**config.mk**
```make
export PLATFORM = sky130hd
export DESIGN_NAME = sfe_queue
export DESIGN_NICKNAME = d
export VERILOG_FILES = /design/src/hw/rtl/sfe_pkg.sv /design/src/hw/rtl/sfe_queue.sv
export SDC_FILE = /design/constraint.sdc
export NUM_CORES = 1
export LEC_CHECK = 0
export ABC_AREA = 1
export BUFFER_PORTS_ARGS = -buffer_cell sky130_fd_sc_hd__buf_2
export CORE_UTILIZATION = 40
export DETAILED_ROUTE_END_ITERATION = 16
export PLACE_DENSITY = 0.64
export SLEW_MARGIN = 10
export SYNTH_ARGS = -nofsm -noshare
export SYNTH_HDL_FRONTEND = slang
export SYNTH_SLANG_ARGS = --single-unit
```
**constraint.sdc**
```tcl
create_clock -name clock -period 10.95 [get_ports clock]
set_clock_uncertainty 0.2 [all_clocks]
set_input_delay 0.5475 -clock clock [delete_from_list [all_inputs] [get_ports clock]]
set_output_delay 0.5475 -clock clock [all_outputs]
set_load 0.005 [all_outputs]
```
**src/hw/rtl/sfe_pkg.sv**
```systemverilog
`timescale 1ns / 1ps
// sfe_pkg: shared types, command bytes, register indexes and segment fonts
// for the seven segment frame encoder. No dependencies.
package sfe_pkg;

   localparam int MAX_DIGITS = 8;

   localparam logic [2:0] ACT_HEX    = 3'd0;
   localparam logic [2:0] ACT_DEC    = 3'd1;
   localparam logic [2:0] ACT_TEXT   = 3'd2;
   localparam logic [2:0] ACT_SINGLE = 3'd3;
   localparam logic [2:0] ACT_RAW    = 3'd4;

   localparam logic [7:0] CMD_AUTO_WRITE  = 8'h40;
   localparam logic [7:0] CMD_FIXED_WRITE = 8'h44;
   localparam logic [7:0] CMD_ADDR        = 8'hC0;

   localparam logic [7:0] RST_LED_EVEN     = 8'hFC;
   localparam logic [7:0] RST_LED_ODD      = 8'hFF;
   localparam logic [7:0] RST_DISPLAY_CTRL = 8'h89;

   localparam logic [1:0] REG_LED_EVEN     = 2'd0;
   localparam logic [1:0] REG_LED_ODD      = 2'd1;
   localparam logic [1:0] REG_DISPLAY_CTRL = 2'd2;

   localparam logic [4:0] STEP_CMD  = 5'd0;
   localparam logic [4:0] STEP_ADDR = 5'd1;
   localparam logic [4:0] STEP_DATA = 5'd2;
   localparam logic [4:0] STEP_CTRL = 5'd3;

   localparam logic [31:0] RECIP_10 = 32'hCCCCCCCD;

   typedef enum logic [1:0] {
      KIND_REFRESH,
      KIND_SINGLE,
      KIND_RAW
   } kind_type;

   typedef enum logic [1:0] {
      FE_EMPTY,
      FE_CONV,
      FE_READY
   } front_state_type;

   typedef struct packed {
      kind_type                    kind;
      logic [3:0]                  pos;
      logic [7:0]                  value;
      logic [MAX_DIGITS-1:0][7:0]  seg;
   } entry_type;

   typedef struct packed {
      logic [7:0] led_even;
      logic [7:0] led_odd;
      logic [7:0] display_control;
   } cfg_type;

   localparam logic [7:0] HEX_FONT [16] = '{
      8'h3F, 8'h06, 8'h5B, 8'h4F, 8'h66, 8'h6D, 8'h7D, 8'h07,
      8'h7F, 8'h6F, 8'h77, 8'h7C, 8'h39, 8'h5E, 8'h79, 8'h71
   };

   // printable ASCII, space through tilde
   localparam logic [7:0] CHAR_FONT [95] = '{
      8'h00, 8'h86, 8'h22, 8'h7E, 8'h6D, 8'h00, 8'h00, 8'h02,
      8'h30, 8'h06, 8'h63, 8'h00, 8'h04, 8'h40, 8'h80, 8'h52,
      8'h3F, 8'h06, 8'h5B, 8'h4F, 8'h66, 8'h6D, 8'h7D, 8'h27,
      8'h7F, 8'h6F, 8'h00, 8'h00, 8'h00, 8'h48, 8'h00, 8'h53,
      8'h5F, 8'h77, 8'h7F, 8'h39, 8'h3F, 8'h79, 8'h71, 8'h3D,
      8'h76, 8'h06, 8'h1F, 8'h69, 8'h38, 8'h15, 8'h37, 8'h3F,
      8'h73, 8'h67, 8'h31, 8'h6D, 8'h78, 8'h3E, 8'h2A, 8'h1D,
      8'h76, 8'h6E, 8'h5B, 8'h39, 8'h64, 8'h0F, 8'h00, 8'h08,
      8'h20, 8'h5F, 8'h7C, 8'h58, 8'h5E, 8'h7B, 8'h31, 8'h6F,
      8'h74, 8'h04, 8'h0E, 8'h75, 8'h30, 8'h55, 8'h54, 8'h5C,
      8'h73, 8'h67, 8'h50, 8'h6D, 8'h78, 8'h1C, 8'h2A, 8'h1D,
      8'h76, 8'h6E, 8'h47, 8'h46, 8'h06, 8'h70, 8'h01
   };

   function automatic logic [7:0] hex_seg(input logic [3:0] nibble);
      return HEX_FONT[nibble];
   endfunction

   function automatic logic [7:0] char_seg(input logic [7:0] c);
      if (c < 8'd32 || c > 8'd126) begin
         return 8'h00;
      end
      return CHAR_FONT[7'(c - 8'd32)];
   endfunction

   function automatic logic [7:0] dec_seg(input logic [3:0] d);
      return CHAR_FONT[7'(d) + 7'd16];
   endfunction

endpackage

```
**src/hw/rtl/sfe_queue.sv**
```systemverilog
`timescale 1ns / 1ps
// sfe_queue: two-entry queue of classified items between front and back.
// Depends on sfe_pkg.
module sfe_queue import sfe_pkg::*; (
   input  logic      clock,
   input  logic      reset,
   input  logic      q_push,
   input  entry_type q_wdata,
   output logic      q_full,
   input  logic      q_pop,
   output entry_type q_rdata,
   output logic      q_empty
);

   entry_type   mem_ff [2];
   entry_type   mem_in [2];
   logic        wr_ptr_ff, wr_ptr_in;
   logic        rd_ptr_ff, rd_ptr_in;
   logic [1:0]  count_ff, count_in;

   assign q_full  = (count_ff == 2'd2);
   assign q_empty = (count_ff == 2'd0);
   assign q_rdata = mem_ff[rd_ptr_ff];

   always_comb begin
      mem_in    = mem_ff;
      wr_ptr_in = wr_ptr_ff;
      rd_ptr_in = rd_ptr_ff;
      count_in  = count_ff;
      if (q_push) begin
         mem_in[wr_ptr_ff] = q_wdata;
         wr_ptr_in         = !wr_ptr_ff;
      end
      if (q_pop) begin
         rd_ptr_in = !rd_ptr_ff;
      end
      if (q_push && !q_pop) begin
         count_in = count_ff + 2'd1;
      end else if (q_pop && !q_push) begin
         count_in = count_ff - 2'd1;
      end
   end

   always_ff @(posedge clock) begin
      if (reset) begin
         wr_ptr_ff <= 1'b0;
         rd_ptr_ff <= 1'b0;
         count_ff  <= 2'd0;
      end else begin
         wr_ptr_ff <= wr_ptr_in;
         rd_ptr_ff <= rd_ptr_in;
         count_ff  <= count_in;
      end
      mem_ff <= mem_in;
   end

endmodule

```
==> impl_results.md <==
* Via count at 3002
* WP data required at 10200 ps
* # DRC at 0
* Logic pwr share at under 10%
* Mapped Area at a little under 0.006 mm2
* Cell breakdown of the critical path: mux2_2 -> buf_2
* CTS Sinks at 160
* Worst-skew pair later-pin latency at 410 ps
* Layout cells sized above 1 at 58.8%
* Leak Pwr at 2.83 nW
* Clock tree from TritonCTS: done
* CORE AREA at approximately 0.014 mm2
* Die height at 123 um
* MaxCap Viol Count at 0
* Internal power at ~0.0011 W
* CP arrival at 2130 ps
* Grt total ovfl at 0
* Fmax at ~350 MHz
* FP Rows at 43
* CP delay by family, top: flip-flops
* Root buffer cell: clkbuf_16
* Initial Utilization at 41.6%
* Pwr per Cell Area at 191 mW/mm2
* Seq cells post-synth at 160
* Port Buf Inserts at 161
* Total track usage at 14.2%
* Crit end category: output port
* Die width at 123 um
* Ant diodes at 0
* Post-CTS Setup Bufs at 0
* Final setup fails at 0
* Antenna violations before repair at 0
* Reg clk slew, reported paths at 60 ps
* Slew Limit Fails at 0
* Cts repair resizes at 0
* Synth warn at 0
* Mean Syn Cell Area at around 21 um2
* CP Launch Type: flop
* Post-synth cell types at 17
* CTS H-tree lvls at 4
* Switch Pwr at 0.000290 W
* Largest net degree at the start of global routing at 80
* Crit-path max cell delay at 1120 ps
* HP Class: input port to flop
* Crit path max fanout at 79
* Outcome: complete, no violations
* Cells after Synth at roughly 270
* Fin crit period at around 2900 ps
* DP HPWL at 6520 um
* Worst-margin pin slew at 1160 ps
* Die area at 0.0152 mm2
* WP buf/inv at 1
* First-pass DRT Iterations at 4
* P&R area growth vs syn at 26.7%
* Setup TNS at 0 ps
* Initial DRC Count at 140
* Clk buf depth at 2
* Via count of the first global-routing pass at 3170
* Net Count, Synth at 357
* Post-DR wirelength/cell at 16.1 um
* IO Pins at 162
* VDD IR max at 0.113 mV
* CTS buffer count at 17
* Post-layout nets at 530
* Critical path type: flop to output port
* Critical path's slowest cell: dfxtp_4
* WL final at 10300 um
* Clock Power Share at 40.6%
* Setup WS pre-CTS at 8030 ps
* Vias per inst at about 4.7
* Final RePlAce weighted congestion at 0.706
* Final worst setup slack at just over 8000 ps
* Relative slew margins at a little under a quarter
* CTS Hold Bufs at 0
* Final hold viol count at 0
* Period utilization at between 20% and 30%
* Reg power frac at 51.4%
* Post-route ant nets at 0
* Register area share after synthesis at 81.2%
* Sw Share at 20.4%
* First-pass GRT wire length at 15600 um
* Unrepaired setup endpoints after global routing: no
-- state kept, by name, indices dropped and copies added (netlist names) --
signal and count:
mem_ff 156, count_ff 2, rd_ptr_ff 1, wr_ptr_ff 1
-- routing by layer --
| metal | vias to the layer above | share of wire (%) | GRT usage (%) |
|---|---|---|---|
| li1 | 1410 | - | - |
| met1 | 1464 | 41 | 16.3 |
| met2 | 113 | 48 | 22.6 |
| met3 | 15 | 8.7 | 5.72 |
| met4 | 0 | 1.9 | 7.91 |
| met5 | - | 0 | 0 |
-- power by group through the flow --
| stage | combinational, W | sequential (W) | clock [W] |
|---|---|---|---|
| 2_1_floorplan | 0.0000708 | 0.000730 | 0 |
| 3_3_place_gp | 0.000115 | 0.000740 | 0 |
| 3_5_place_dp | 0.000117 | 0.000743 | 0 |
| 4_1_cts | 0.000118 | 0.000730 | 0.000588 |
| 5_1_grt | 0.000127 | 0.000733 | 0.000613 |
| 6_report | 0.000115 | 0.000729 | 0.000575 |
-- cell type report --
type                       instances  area (um2)
tap                              180         225
multi-input combinational         96        1010
sequential                       160        4770
inverter                           9        35.0
fill                            1163        6660
timing repair buffer             163         821
clock inverter                    12         141
clock buffer                      19         433
-- placed cells by master, fill, tap and decap left out --
cell type   Yosys  final
inv_6           0      1
mux2_2         68     68
inv_1           9      8
buf_4           1      2
bufinv_16       0      3
clkbuf_16       0     17
ha_1            1      1
clkinvlp_4      0      1
nor3_1          1      1
xnor2_1         1      1
dfxtp_4         0      1
nand2_1         5      5
nand4_1         1      1
buf_2           5    161
clkinv_4        0      1
a21oi_1         1      1
clkinv_1        0      3
mux2_4         10     10
o21ai_0         1      1
nor2_1          6      5
clkinv_2        0      4
clkbuf_1        0      2
edfxtp_1      156    156
nor2_4          0      1
dfxtp_1         4      3
nand3_1         1      1
-- cell usage after synthesis --
master,n,area (um2)
nor2_1,6,22.5
edfxtp_1,156,4680
o21ai_0,1,5.00
mux2_2,68,766
mux2_4,10,150
buf_4,1,7.51
nand4_1,1,6.26
buf_6,3,33.8
xnor2_1,1,8.76
nand2_1,5,18.8
nor3_1,1,5.00
a21oi_1,1,5.00
ha_1,1,12.5
buf_2,5,25.0
inv_1,9,33.8
nand3_1,1,5.00
dfxtp_1,4,80.1
-- cells by family (layout without fill, tap and decap cells) --
group / after synthesis / in the layout / synth area share (%)
DFF: 160 / 160 / 81.2
muxes: 78 / 78 / 15.6
buffers and inverters: 18 / 203 / 1.71
and+or+nand+nor: 14 / 14 / 0.981
AOI/OAI and AO/OA: 2 / 2 / 0.170
adders and majority gates: 1 / 1 / 0.213
xor gates and xnor gates: 1 / 1 / 0.149
-- path summary, 6_finish.rpt --
check / slack (ps) / cells after the start / start / end
max reg2reg: 8480 / 2 / wr_ptr_ff / mem_ff[114]
min reg2reg: 340 / 2 / count_ff[0] / count_ff[0]
min: 120 / 1 / q_wdata[34] / mem_ff[34]
max: 8070 / 2 / rd_ptr_ff / q_rdata[6]
-- through the flow --
step                      hold WS, ps  total power, W  instance area, um2  cells  utilization [%]
after CTS                        96.9         0.00143                7440    639             52.8
after global placement            303        0.000855                6860    608             48.7
after global routing             97.9         0.00147                7440    639             52.8
final                             118         0.00142                7440    639             52.8
after detailed placement          331        0.000859                6860    608             48.7
after floorplan                   288        0.000800                5870    274                -
Note: power is estimated with default switching activity, not from simulation.
