<file path="config.mk">
export PLATFORM = sky130hd
export DESIGN_NAME = sfe_back
export DESIGN_NICKNAME = d
export VERILOG_FILES = /design/src/hw/rtl/sfe_pkg.sv /design/src/hw/rtl/sfe_back.sv
export SDC_FILE = /design/constraint.sdc
export NUM_CORES = 1
export LEC_CHECK = 0
export BUFFER_PORTS_ARGS = -buffer_cell sky130_fd_sc_hd__buf_2
export CAP_MARGIN = 20
export CELL_PAD_IN_SITES_DETAIL_PLACEMENT = 1
export CELL_PAD_IN_SITES_GLOBAL_PLACEMENT = 1
export CORE_MARGIN = 8
export CORE_UTILIZATION = 30
export DETAILED_ROUTE_END_ITERATION = 6
export PLACE_DENSITY_LB_ADDON = 0.05
export SKIP_LAST_GASP = 1
export SLEW_MARGIN = 0
export SYNTH_ARGS = -nofsm -noshare
export SYNTH_HDL_FRONTEND = slang
export SYNTH_SLANG_ARGS = --single-unit
</file>
<file path="constraint.sdc">
create_clock -name clock -period 4.1 [get_ports clock]
set_input_delay 0.82 -clock clock [delete_from_list [all_inputs] [get_ports clock]]
set_output_delay 0.82 -clock clock [all_outputs]
set_load 0.02 [all_outputs]
</file>
<file path="src/hw/rtl/sfe_pkg.sv">
`timescale 1ns / 1ps
// sfe_pkg: shared types, command bytes, register indexes and segment fonts
// for the seven segment frame encoder. No dependencies.
package sfe_pkg;

   localparam int MAX_DIGITS = 8;

   localparam logic [2:0] ACT_HEX    = 3'd0;
   localparam logic [2:0] ACT_DEC    = 3'd1;
   localparam logic [2:0] ACT_TEXT   = 3'd2;
   localparam logic [2:0] ACT_SINGLE = 3'd3;
   localparam logic [2:0] ACT_RAW    = 3'd4;

   localparam logic [7:0] CMD_AUTO_WRITE  = 8'h40;
   localparam logic [7:0] CMD_FIXED_WRITE = 8'h44;
   localparam logic [7:0] CMD_ADDR        = 8'hC0;

   localparam logic [7:0] RST_LED_EVEN     = 8'hFC;
   localparam logic [7:0] RST_LED_ODD      = 8'hFF;
   localparam logic [7:0] RST_DISPLAY_CTRL = 8'h89;

   localparam logic [1:0] REG_LED_EVEN     = 2'd0;
   localparam logic [1:0] REG_LED_ODD      = 2'd1;
   localparam logic [1:0] REG_DISPLAY_CTRL = 2'd2;

   localparam logic [4:0] STEP_CMD  = 5'd0;
   localparam logic [4:0] STEP_ADDR = 5'd1;
   localparam logic [4:0] STEP_DATA = 5'd2;
   localparam logic [4:0] STEP_CTRL = 5'd3;

   localparam logic [31:0] RECIP_10 = 32'hCCCCCCCD;

   typedef enum logic [1:0] {
      KIND_REFRESH,
      KIND_SINGLE,
      KIND_RAW
   } kind_type;

   typedef enum logic [1:0] {
      FE_EMPTY,
      FE_CONV,
      FE_READY
   } front_state_type;

   typedef struct packed {
      kind_type                    kind;
      logic [3:0]                  pos;
      logic [7:0]                  value;
      logic [MAX_DIGITS-1:0][7:0]  seg;
   } entry_type;

   typedef struct packed {
      logic [7:0] led_even;
      logic [7:0] led_odd;
      logic [7:0] display_control;
   } cfg_type;

   localparam logic [7:0] HEX_FONT [16] = '{
      8'h3F, 8'h06, 8'h5B, 8'h4F, 8'h66, 8'h6D, 8'h7D, 8'h07,
      8'h7F, 8'h6F, 8'h77, 8'h7C, 8'h39, 8'h5E, 8'h79, 8'h71
   };

   // printable ASCII, space through tilde
   localparam logic [7:0] CHAR_FONT [95] = '{
      8'h00, 8'h86, 8'h22, 8'h7E, 8'h6D, 8'h00, 8'h00, 8'h02,
      8'h30, 8'h06, 8'h63, 8'h00, 8'h04, 8'h40, 8'h80, 8'h52,
      8'h3F, 8'h06, 8'h5B, 8'h4F, 8'h66, 8'h6D, 8'h7D, 8'h27,
      8'h7F, 8'h6F, 8'h00, 8'h00, 8'h00, 8'h48, 8'h00, 8'h53,
      8'h5F, 8'h77, 8'h7F, 8'h39, 8'h3F, 8'h79, 8'h71, 8'h3D,
      8'h76, 8'h06, 8'h1F, 8'h69, 8'h38, 8'h15, 8'h37, 8'h3F,
      8'h73, 8'h67, 8'h31, 8'h6D, 8'h78, 8'h3E, 8'h2A, 8'h1D,
      8'h76, 8'h6E, 8'h5B, 8'h39, 8'h64, 8'h0F, 8'h00, 8'h08,
      8'h20, 8'h5F, 8'h7C, 8'h58, 8'h5E, 8'h7B, 8'h31, 8'h6F,
      8'h74, 8'h04, 8'h0E, 8'h75, 8'h30, 8'h55, 8'h54, 8'h5C,
      8'h73, 8'h67, 8'h50, 8'h6D, 8'h78, 8'h1C, 8'h2A, 8'h1D,
      8'h76, 8'h6E, 8'h47, 8'h46, 8'h06, 8'h70, 8'h01
   };

   function automatic logic [7:0] hex_seg(input logic [3:0] nibble);
      return HEX_FONT[nibble];
   endfunction

   function automatic logic [7:0] char_seg(input logic [7:0] c);
      if (c < 8'd32 || c > 8'd126) begin
         return 8'h00;
      end
      return CHAR_FONT[7'(c - 8'd32)];
   endfunction

   function automatic logic [7:0] dec_seg(input logic [3:0] d);
      return CHAR_FONT[7'(d) + 7'd16];
   endfunction

endpackage

</file>
<file path="src/hw/rtl/sfe_back.sv">
`timescale 1ns / 1ps
// sfe_back: walks the byte sequence of the head item and feeds the result
// register, one byte per cycle while pop is high. Depends on sfe_pkg.
module sfe_back import sfe_pkg::*; #(
   parameter int DIGIT_COUNT = 8
) (
   input  logic        clock,
   input  logic        reset,
   input  entry_type   q_rdata,
   input  logic        q_empty,
   output logic        q_pop,
   input  cfg_type     cfg,
   input  logic        pop,
   output logic        empty,
   output logic [7:0]  rsp_data_byte,
   output logic        rsp_frame_end,
   output logic        rsp_last
);

   localparam logic [2:0] LAST_DIGIT = 3'(DIGIT_COUNT - 1);
   localparam logic [4:0] LAST_STEP  = 5'(2 * DIGIT_COUNT + 1);

   logic [4:0] idx_ff, idx_in;
   logic       ovld_ff, ovld_in;
   logic [7:0] data_ff, data_in;
   logic       fe_ff, fe_in;
   logic       last_ff, last_in;

   logic [4:0] j;
   logic [2:0] p;
   logic [7:0] gen_data;
   logic       gen_fe;
   logic       gen_last;
   logic       adv;

   assign j = idx_ff - STEP_DATA;
   assign p = j[3:1];

   always_comb begin
      gen_data = 8'h00;
      gen_fe   = 1'b0;
      gen_last = 1'b0;
      unique case (q_rdata.kind)
         KIND_REFRESH: begin
            priority if (idx_ff == STEP_CMD) begin
               gen_data = CMD_AUTO_WRITE;
               gen_fe   = 1'b1;
            end else if (idx_ff == STEP_ADDR) begin
               gen_data = CMD_ADDR;
            end else if (!j[0]) begin
               gen_data = q_rdata.seg[p];
            end else begin
               gen_data = p[0] ? cfg.led_odd : cfg.led_even;
               gen_fe   = (p == LAST_DIGIT);
               gen_last = (idx_ff == LAST_STEP);
            end
         end
         KIND_SINGLE, KIND_RAW: begin
            priority if (idx_ff == STEP_CMD) begin
               gen_data = CMD_FIXED_WRITE;
               gen_fe   = 1'b1;
            end else if (idx_ff == STEP_ADDR) begin
               gen_data = CMD_ADDR | {4'h0, q_rdata.pos};
            end else if (idx_ff == STEP_DATA) begin
               gen_data = q_rdata.value;
               gen_fe   = 1'b1;
               gen_last = (q_rdata.kind == KIND_RAW);
            end else begin
               gen_data = cfg.display_control;
               gen_fe   = 1'b1;
               gen_last = 1'b1;
            end
         end
         default: begin
            gen_last = 1'b1;
         end
      endcase
   end

   assign adv   = !q_empty && (!ovld_ff || pop);
   assign q_pop = adv && gen_last;
   assign empty = !ovld_ff;
   assign rsp_data_byte = data_ff;
   assign rsp_frame_end = fe_ff;
   assign rsp_last      = last_ff;

   always_comb begin
      idx_in  = idx_ff;
      ovld_in = ovld_ff;
      data_in = data_ff;
      fe_in   = fe_ff;
      last_in = last_ff;
      if (adv) begin
         idx_in  = gen_last ? STEP_CMD : idx_ff + 5'd1;
         ovld_in = 1'b1;
         data_in = gen_data;
         fe_in   = gen_fe;
         last_in = gen_last;
      end else if (pop) begin
         ovld_in = 1'b0;
      end
   end

   always_ff @(posedge clock) begin
      if (reset) begin
         idx_ff  <= STEP_CMD;
         ovld_ff <= 1'b0;
      end else begin
         idx_ff  <= idx_in;
         ovld_ff <= ovld_in;
      end
      data_ff <= data_in;
      fe_ff   <= fe_in;
      last_ff <= last_in;
   end

endmodule

</file>
==> key figures, run 1 <==
Setup path
  • Critical path peak fanout: 12
  • Arrival time at the worst endpoint: between 2 and 3 ns
  • Critical path class: flip-flop to output port
  • Worst Setup Start Kind: flip-flop
  • Critical Path Sink Type: output port
  • Worst endpoint required time: 3.28 ns
  • Worst-path cell chain: inv_2, ha_1, nor4b_2, buf_4, a221oi_1, o31a_1, buf_2
  • Critical path's slowest cell: dfxtp_1
  • Reg2reg setup slack: around 1.5 ns
  • Highest cell delay on the worst timing path: 0.56 ns

Global route
  • Initial antenna violation count: 0
  • GR Overflow Total: 0
  • First-pass GRT wire length: 10.2 mm
  • Largest net degree at the start of global routing: 28
  • Vias in the first global route: 2,004
  • Overall Global Routing Usage: 15.0%

Timing
  • Hold Fails Final Rpt: 0
  • Final setup violation count: 0
  • Final period util: 83.6%
  • Setup TNS: 0 ns
  • Relative slew margins: 57.0%
  • RSZ-0062 raised after global routing: false
  • Fin. max-slew vios: 0
  • Slew @ Worst Pin: 0.645 ns
  • Min Tclk post-route: approximately 3.4 ns
  • Setup Skew: 0.00236 ns
  • Fmax: 292 MHz

Pwr
  • PwrDens: 221 nW/µm²
  • Leak: 1.09 nW
  • Peak VDD IR: 93.1 µV

Layout
  • Fin nets: 388
  • Fraction of layout instances using a drive strength above 1: between 50% and 60%
  • # diodes: 0
  • Layout area overhead: 41.2%
  • Design area: 2390 µm²

Synthesis
  • Flops & latches, synth: 16
  • Syn_nets: between 200 and 300
  • Average size of a mapped cell: about 11 µm²
  • Syn Std Cell Area: about 1700 µm²
  • Synth area leaders: mux4_2 (19%), edfxtp_1 (18%), ha_1 (7.4%)
  • Synth cell types: 41
  • Sequential share of the synthesized area: 24.8%
  • Largest area contributor in the netlist: mux4_2
  • Syn. warnings: 0
  • Share of the synthesized area in the top cell type: 18.6%
  • Cells after Synth: roughly 160

Placement
  • DP HPWL: between 5 and 6 mm
  • DP Area: 2350 µm²
  • GP Congestion: 0.752
  • I/O Buffers: 117

Hold path
  • Worst Hold Class: flip-flop to flip-flop

Clock tree
  • Clock root buffer: clkbuf_8
  • Max clock buf depth: 2
  • Reg clk slew, reported paths: approximately 0.070 ns
  • CTS Buf Count: 3
  • # H-tree levels: 1
  • CTS tree: done
  • CTS Hold Bufs: 0
  • Number of setup buffers added after CTS: 0
  • Skew-Pair Late Insertion Delay: 0.25 ns
  • Post-CTS sizing: 0
  • CTS sink cnt: 16

Die
  • Die area: 8310 µm²
  • Die H: 91.1 µm
  • Die W: 91.1 µm
  • Starting Density: a little under a third
  • FP Rows: 27
  • I/O Pins: 118
  • CORE AREA: 5470 µm²

Detailed routing
  • Initial drt markers: 77
  • ANT nets after route: 0
  • Drt via density: 5.18
  • Routed via count: between 1,500 and 2,000
  • DR WL/cell: 18.4 µm
  • DRC violations left: 0
  • Drt pass-1 iters: 4
  • DRT Wirelength: ~6.3 mm

Run status
  • Status: completed

Flow run
  • MaxCap Viol Count: 0
-- sequential cells by signal, summed over array words and instances, names as in the netlist --
name	cells
idx_ff	5
ovld_ff	1
rsp_data_byte	8
rsp_frame_end	1
rsp_last	1
-- synthesized netlist by cell type (all sizes together) --
master and number:
mux4 16, nand2 12, mux2 11, edfxtp 10, ha 10, mux2i 10, inv 9, nor3 9
nor2 8, dfxtp 6, o22ai 6, buf 5, o32ai 5, a21oi 4, clkbuf 4, nor2b 3
or3 3, xnor2 3, nand2b 2, nor4b 2, o21ai 2, a211o 1, a221oi 1, a31o 1
a32o 1, and3 1, nand3 1, nand4 1, nor3b 1, o2111ai 1, o211ai 1, o21a 1
o221ai 1, o31a 1, or2 1, or4b 1, xor2 1
-- placed cells by master, fill, tap and decap left out, drive strengths merged, types with 4 or more instances in the layout --
master  instances
a21oi           4
buf           120
edfxtp         10
o22ai           6
nand2          12
mux2           11
ha             10
dfxtp           6
mux2i          10
clkbuf          4
o32ai           5
nor3            9
mux4           16
inv             9
nor2            8
-- path summary, 6_finish.rpt --
| check | depth (start not counted) | endpoint | startpoint |
|---|---|---|---|
| setup / recovery | 7 | q_pop | idx_ff[0] |
| hold / removal | 2 | idx_ff[4] | idx_ff[4] |
| setup reg to reg | 6 | rsp_data_byte[7] | idx_ff[2] |
| hold reg to reg | 2 | idx_ff[4] | idx_ff[4] |
-- final cells by class --
cell class | instances | area [µm²]
fillers | 686 | 3080
inverters | 9 | 33.8
flip-flops and latches | 16 | 420
repair buffers | 120 | 608
well taps | 72 | 90.1
multi-input cells | 122 | 1190
clock buffers | 4 | 45.0
-- layer usage --
| metal | vias to the layer above | wire length [µm] | GRT usage [%] |
|---|---|---|---|
| li1 | 844 | - | - |
| met1 | 842 | 2610 | 17.8 |
| met2 | 83 | 3070 | 24.9 |
| met3 | 7 | 550 | 5.43 |
| met4 | 0 | 91 | 3.96 |
| met5 | - | 0 | 0 |
-- worst max-delay path, delay by kind of cell (launching register included) --
kind,cells,cell delay [ns]
AND/OR/NAND/NOR,1,0.15
buffers and inverters,3,0.59
adder cells (fa/ha/maj),1,0.24
AO/OA/AOI/OAI,2,0.81
flip-flops,1,0.56
-- stage by stage --
stage / hold WS (ns) / total power [W] / instances / util (%) / setup WS [ns]
2_1_floorplan: 0.551 / 0.000321 / 156 / - / 0.941
3_3_place_gp: 0.602 / 0.000408 / 339 / 42.9 / 1.09
3_5_place_dp: 0.611 / 0.000410 / 339 / 42.9 / 0.968
4_1_cts: 0.620 / 0.000535 / 343 / 43.7 / 0.690
5_1_grt: 0.656 / 0.000558 / 343 / 43.7 / 0.485
6_report: 0.624 / 0.000529 / 343 / 43.7 / 0.671
-- kinds of logic (layout without fill, tap and decap cells) --
family | Yosys count | count (layout) | share of synthesized area, %
fa+ha+maj | 10 | 10 | 7.39
buf+inv | 18 | 133 | 5.02
mux | 37 | 37 | 34.9
xor+xnor | 4 | 4 | 3.18
compound gates | 26 | 26 | 11.2
flops | 16 | 16 | 24.8
simple gates | 45 | 45 | 13.5
-- report_power, final --
| group | internal (W) | total [W] | switching, W |
|---|---|---|---|
| sequential | 0.000184 | 0.000190 | 0.00000556 |
| clock | 0.0000689 | 0.000125 | 0.0000562 |
| combinational | 0.000110 | 0.000214 | 0.000104 |
(Power assumes the default switching activity.)
==> inputs of run 2 (changes only) <==
--- a/config.mk
+++ b/config.mk
@@ -10,7 +10,7 @@
 export CELL_PAD_IN_SITES_DETAIL_PLACEMENT = 1
 export CELL_PAD_IN_SITES_GLOBAL_PLACEMENT = 1
 export CORE_MARGIN = 8
-export CORE_UTILIZATION = 30
+export CORE_UTILIZATION = 27
 export DETAILED_ROUTE_END_ITERATION = 6
 export PLACE_DENSITY_LB_ADDON = 0.05
 export SKIP_LAST_GASP = 1
==> constraint.sdc (replaced) <==
create_clock -name clock -period 2.8 [get_ports clock]
set_input_delay 0.56 -clock clock [delete_from_list [all_inputs] [get_ports clock]]
set_output_delay 0.56 -clock clock [all_outputs]
set_load 0.02 [all_outputs]
==> run 2 against run 1 <==
Utilization decreased by 4.5 points. Power rose by 48%. Sequential cell count is the same. Critical endpoint unchanged.
==> key figures, run 2 (synthesis gave the netlist of run 1 again) <==
Timing
  • Min Tclk post-route: 2.59 ns
  • Final setup violation count: 0
  • Relative slew margins: 63.8%
  • Final period util: 92.6%
  • Worst hold slack: 0.563 ns
  • Setup Skew: ~0.0022 ns
  • Fin. max-slew vios: 0
  • Hold Fails Final Rpt: 0
  • RSZ-0062 raised after global routing: false
  • Fmax: 386 MHz
  • Slew @ Worst Pin: 0.539 ns
  • Setup TNS: 0 ns

Setup path
  • Worst R2R Start: idx_ff[1]
  • CP bufs+invs: 2
  • Top delay family on crit path: compound AO/OA/AOI/OAI gates
  • Critical Path Sink Type: output port
  • Critical Path Start: idx_ff[0]
  • Worst endpoint required time: 2.24 ns
  • Worst Setup Start Kind: flip-flop
  • Total number of cells along the worst setup path: 6
  • Worst-path cell chain: buf_4, ha_1, or2_2, a221oi_2, o31a_1, buf_2
  • Critical path peak fanout: 11
  • Worst reg-to-reg path cell count: 6
  • Critical path class: flip-flop to output port
  • Arrival time at the worst endpoint: 2.03 ns
  • CP endpoint: q_pop
  • Highest cell delay on the worst timing path: 0.32 ns
  • Critical path's slowest cell: dfxtp_1
  • Reg2reg end: rsp_data_byte[7]
  • Reg2reg setup slack: 0.42 ns

Pwr
  • PwrDens: 322 nW/µm²
  • Peak VDD IR: between 150 and 200 µV
  • Leak: 1.11 nW
  • Total Power Consumption: around 0.00078 W

Detailed routing
  • Drt via density: between 5 and 6
  • Routed via count: 1,769
  • DR WL/cell: roughly 19 µm
  • Drt pass-1 iters: 4
  • Initial drt markers: 46
  • ANT nets after route: 0
  • DRT Wirelength: approximately 6.6 mm
  • DRC violations left: 0

Layout
  • Final core utilization: about 39%
  • Layout area overhead: 43.7%
  • Fin nets: 392
  • Max reg flops: 8
  • Commonest non-fill, non-tap cell in the layout: buf_2
  • Fraction of layout instances using a drive strength above 1: 57.8%
  • # diodes: 0
  • Design area: 2430 µm²
  • Most frequent cells in the layout: buf_2 (117), mux4_2 (14), nand2_1 (12), mux2_2 (11)

Clock tree
  • CTS tree: done
  • CTS sink cnt: 16
  • Number of setup buffers added after CTS: 0
  • Skew-Pair Late Insertion Delay: 0.25 ns
  • Clock root buffer: clkbuf_8
  • CTS Hold Bufs: 0
  • CTS Buf Count: 3
  • # H-tree levels: 1
  • Max clock buf depth: 2
  • Reg clk slew, reported paths: about 0.070 ns

Placement
  • DP HPWL: 5.65 mm
  • DP Area: 2380 µm²
  • I/O Buffers: approximately 120
  • GP Congestion: ~0.74

Hold path
  • Worst Hold Class: input pin to flip-flop
  • Worst Hold Depth: 2

Die
  • Die area: approximately 9100 µm²
  • Die W: 95.2 µm
  • FP Rows: 29
  • Starting Density: 27.3%
  • Die H: 95.2 µm
  • CORE AREA: 6200 µm²
  • I/O Pins: 118

Global route
  • GR Overflow Total: 0
  • Largest net degree at the start of global routing: 27
  • GR peak layer: met2
  • Vias in the first global route: roughly 1,900
  • Overall Global Routing Usage: 13.9%
  • GRT met1 Usage: a little under a fifth
  • Initial antenna violation count: 0
  • First-pass GRT wire length: a little under 10 mm
  • Grt met3 use: 4.41%
  • Grt met2 use: 21.5%

Flow run
  • MaxCap Viol Count: 0

Run status
  • Status: completed
run 2: worst min path at each step:
stage,to,slack (ns),from
after floorplan,idx_ff[4],0.55,idx_ff[4]
after global placement,idx_ff[4],0.60,idx_ff[4]
after detailed placement,idx_ff[4],0.61,idx_ff[4]
after CTS,ovld_ff,0.56,q_empty
after global routing,ovld_ff,0.58,q_empty
final,ovld_ff,0.56,q_empty
run 2: layer usage:
layer	vias up	part of all wire, %
li1	852	-
met1	838	45
met2	75	45
met3	4	8.7
met4	0	1.0
met5	-	0
run 2: area by class of cell:
type | count | area (µm²)
multi-input combinational | 122 | 1200
tap | 77 | 96.3
sequential | 16 | 420
inverter | 9 | 33.8
clock buffer | 4 | 45.0
timing repair buffer | 124 | 638
fill | 762 | 3770
run 2: through the flow:
stage / setup WS, ns / instances
after floorplan: 0.00699 / 156
after global placement: 0.428 / 348
after detailed placement: 0.345 / 348
after CTS: 0.0922 / 352
after global routing: 0.102 / 352
final: 0.207 / 352
run 2: worst register-to-register path, stage by stage, from the launching register on:
cell and delay [ns]:
dfxtp_1 0.33, inv_1 0.15, ha_1 0.26, xor2_4 0.25
mux4_1 0.57, or3_1 0.32, a32o_1 0.26
run 2: report_power, final:
group | internal [W] | switching (W) | total (W)
Sequential | 0.000270 | 0.00000505 | 0.000275
Clock | 0.000101 | 0.0000841 | 0.000185
Combinational | 0.000166 | 0.000159 | 0.000324
run 2: repair_timing:
action | CTS | global route
resized for setup | 0 | 1
endpoints found under the setup margin | 0 | 1
hold endpoints to repair | 0 | 0
==> inputs of run 3 (changes only) <==
--- a/config.mk
+++ b/config.mk
@@ -11,6 +11,7 @@
 export CELL_PAD_IN_SITES_GLOBAL_PLACEMENT = 1
 export CORE_MARGIN = 8
 export CORE_UTILIZATION = 27
+export CTS_BUF_LIST = sky130_fd_sc_hd__clkbuf_8
 export DETAILED_ROUTE_END_ITERATION = 6
 export PLACE_DENSITY_LB_ADDON = 0.05
 export SKIP_LAST_GASP = 1
==> run 3 against run 2 <==
Via count is the same. Routed wire length is the same. Combinational power about the same. Critical path type unchanged. Largest cell class unchanged.
==> key figures, run 3 (synthesis gave the netlist of run 1 again) <==
Run status
  • Status: completed

Clock tree
  • Clock root buffer: clkbuf_8
  • Max clock buf depth: 2
  • CTS tree: done
  • CTS Hold Bufs: 0
  • Reg clk slew, reported paths: 0.07 ns
  • Post-CTS sizing: 0
  • CTS sink cnt: 16
  • CTS Buf Count: 3
  • Skew-Pair Late Insertion Delay: around 0.25 ns
  • # H-tree levels: 1
  • Number of setup buffers added after CTS: 0

Timing
  • Final period util: between 90 and 100%
  • RSZ-0062 raised after global routing: false
  • Relative slew margins: approximately 64%
  • Setup Skew: 0.00230 ns
  • Final WS setup: 0.206 ns
  • Slew @ Worst Pin: 0.539 ns
  • Fin. max-slew vios: 0
  • Hold Fails Final Rpt: 0
  • Final setup violation count: 0
  • Min Tclk post-route: 2.59 ns
  • Setup TNS: 0 ns
  • Fmax: 386 MHz

Pwr
  • Leak: 1.11 nW
  • PwrDens: 321 nW/µm²
  • Peak VDD IR: around 180 µV

Global route
  • First-pass GRT wire length: approximately 9.7 mm
  • GR Overflow Total: 0
  • Overall Global Routing Usage: approximately 14%
  • Initial antenna violation count: 0
  • Largest net degree at the start of global routing: 27
  • Vias in the first global route: roughly 1,900

Setup path
  • Worst Setup Start Kind: flip-flop
  • Critical path's slowest cell: dfxtp_1
  • Arrival time at the worst endpoint: about 2 ns
  • Worst-path cell chain: buf_4, ha_1, or2_2, a221oi_2, o31a_1, buf_2
  • Worst reg-to-reg path cell count: 6
  • Critical path peak fanout: 11
  • Critical Path Sink Type: output port
  • Worst R2R Start: idx_ff[1]
  • Critical path class: flip-flop to output port
  • Worst endpoint required time: 2.24 ns
  • CP bufs+invs: 2
  • Highest cell delay on the worst timing path: 0.32 ns
  • Top delay family on crit path: compound AO/OA/AOI/OAI gates
  • Reg2reg end: rsp_data_byte[7]
  • Reg2reg setup slack: between 0.4 and 0.5 ns

Placement
  • Dpl ws: 0.345 ns
  • DP HPWL: 5.65 mm
  • I/O Buffers: 117
  • GP Congestion: about 0.74
  • DP Area: 2380 µm²

Die
  • I/O Pins: 118
  • Starting Density: between 20% and 30%
  • CORE AREA: 6200 µm²
  • Die W: 95.2 µm
  • Die H: 95.2 µm
  • FP Rows: 29
  • Die area: 9060 µm²

Detailed routing
  • DR WL/cell: 18.6 µm
  • DRC violations left: 0
  • Drt pass-1 iters: 4
  • Routed via count: 1,769
  • Initial drt markers: 44
  • Drt via density: roughly 5
  • ANT nets after route: 0
  • DRT Wirelength: 6.55 mm

Hold path
  • Worst Hold Depth: 2
  • WHS Endpoint: ovld_ff
  • HP Start: q_empty
  • Worst Hold Class: input pin to flip-flop

Layout
  • Fraction of layout instances using a drive strength above 1: 57.8%
  • Flip-flop and latch area: 420 µm²
  • Fillers: 762
  • Most frequent cells in the layout: buf_2 (117), mux4_2 (14), nand2_1 (12), mux2_2 (11)
  • Commonest non-fill, non-tap cell in the layout: buf_2
  • # diodes: 0
  • Design area: 2430 µm²
  • Layout area overhead: 43.7%
  • Multi-input combinational cell area: about 1200 µm²
  • Fin nets: slightly below 400
  • Max reg flops: 8

Flow run
  • MaxCap Viol Count: 0
## run 3: cell types whose count changed in the layout (fill, tap and decap cells not counted)
cell      delta
inv_1        +1
clkbuf_1     -1
## run 3: where the power goes
| part | total (W) | switching, W | internal, W |
|---|---|---|---|
| logic | 0.000324 | 0.000159 | 0.000166 |
| registers | 0.000275 | 0.00000505 | 0.000270 |
| clock network | 0.000181 | 0.0000842 | 0.0000972 |
## run 3: through the flow
step           hold slack [ns]  util [%]  std cells  total power, W
2_1_floorplan            0.551         -        156        0.000472
3_3_place_gp             0.596      38.4        348        0.000605
3_5_place_dp             0.607      38.4        348        0.000607
4_1_cts                  0.560      39.1        352        0.000792
5_1_grt                  0.577      39.2        352        0.000834
6_report                 0.563      39.2        352        0.000781
## run 3: worst register-to-register path, stage by stage (launching register included)
cell	delay, ns
dfxtp_1	0.33
inv_1	0.15
ha_1	0.26
xor2_4	0.25
mux4_1	0.57
or3_1	0.32
a32o_1	0.26
## run 3: cell type report
| cell class | instances | area share (%) |
|---|---|---|
| multi-input cells | 122 | 49.3 |
| repair buffers | 124 | 26.2 |
| flip-flops and latches | 16 | 17.3 |
| well taps | 77 | 3.96 |
| clock buffers | 3 | 1.70 |
| inverters | 9 | 1.39 |
| clock inverters | 1 | 0.154 |
## run 3: worst max-delay path by stage
stage                             endpoint        start  depth (start not counted)  slack (ns)
after CTS                            q_pop    idx_ff[0]                          6        0.09
after global routing                 q_pop    idx_ff[0]                          6        0.10
final                                q_pop    idx_ff[0]                          6        0.21
after floorplan           rsp_data_byte[7]    idx_ff[1]                          9       0.007
after global placement               q_pop  q_rdata[76]                          7        0.43
after detailed placement             q_pop  q_rdata[76]                          7        0.34
## run 3: per-layer routing
metal	routed length [µm]	track usage (%)
met1	2940	18.1
met2	2980	21.5
met3	569	4.41
met4	66	3.90
met5	0	0
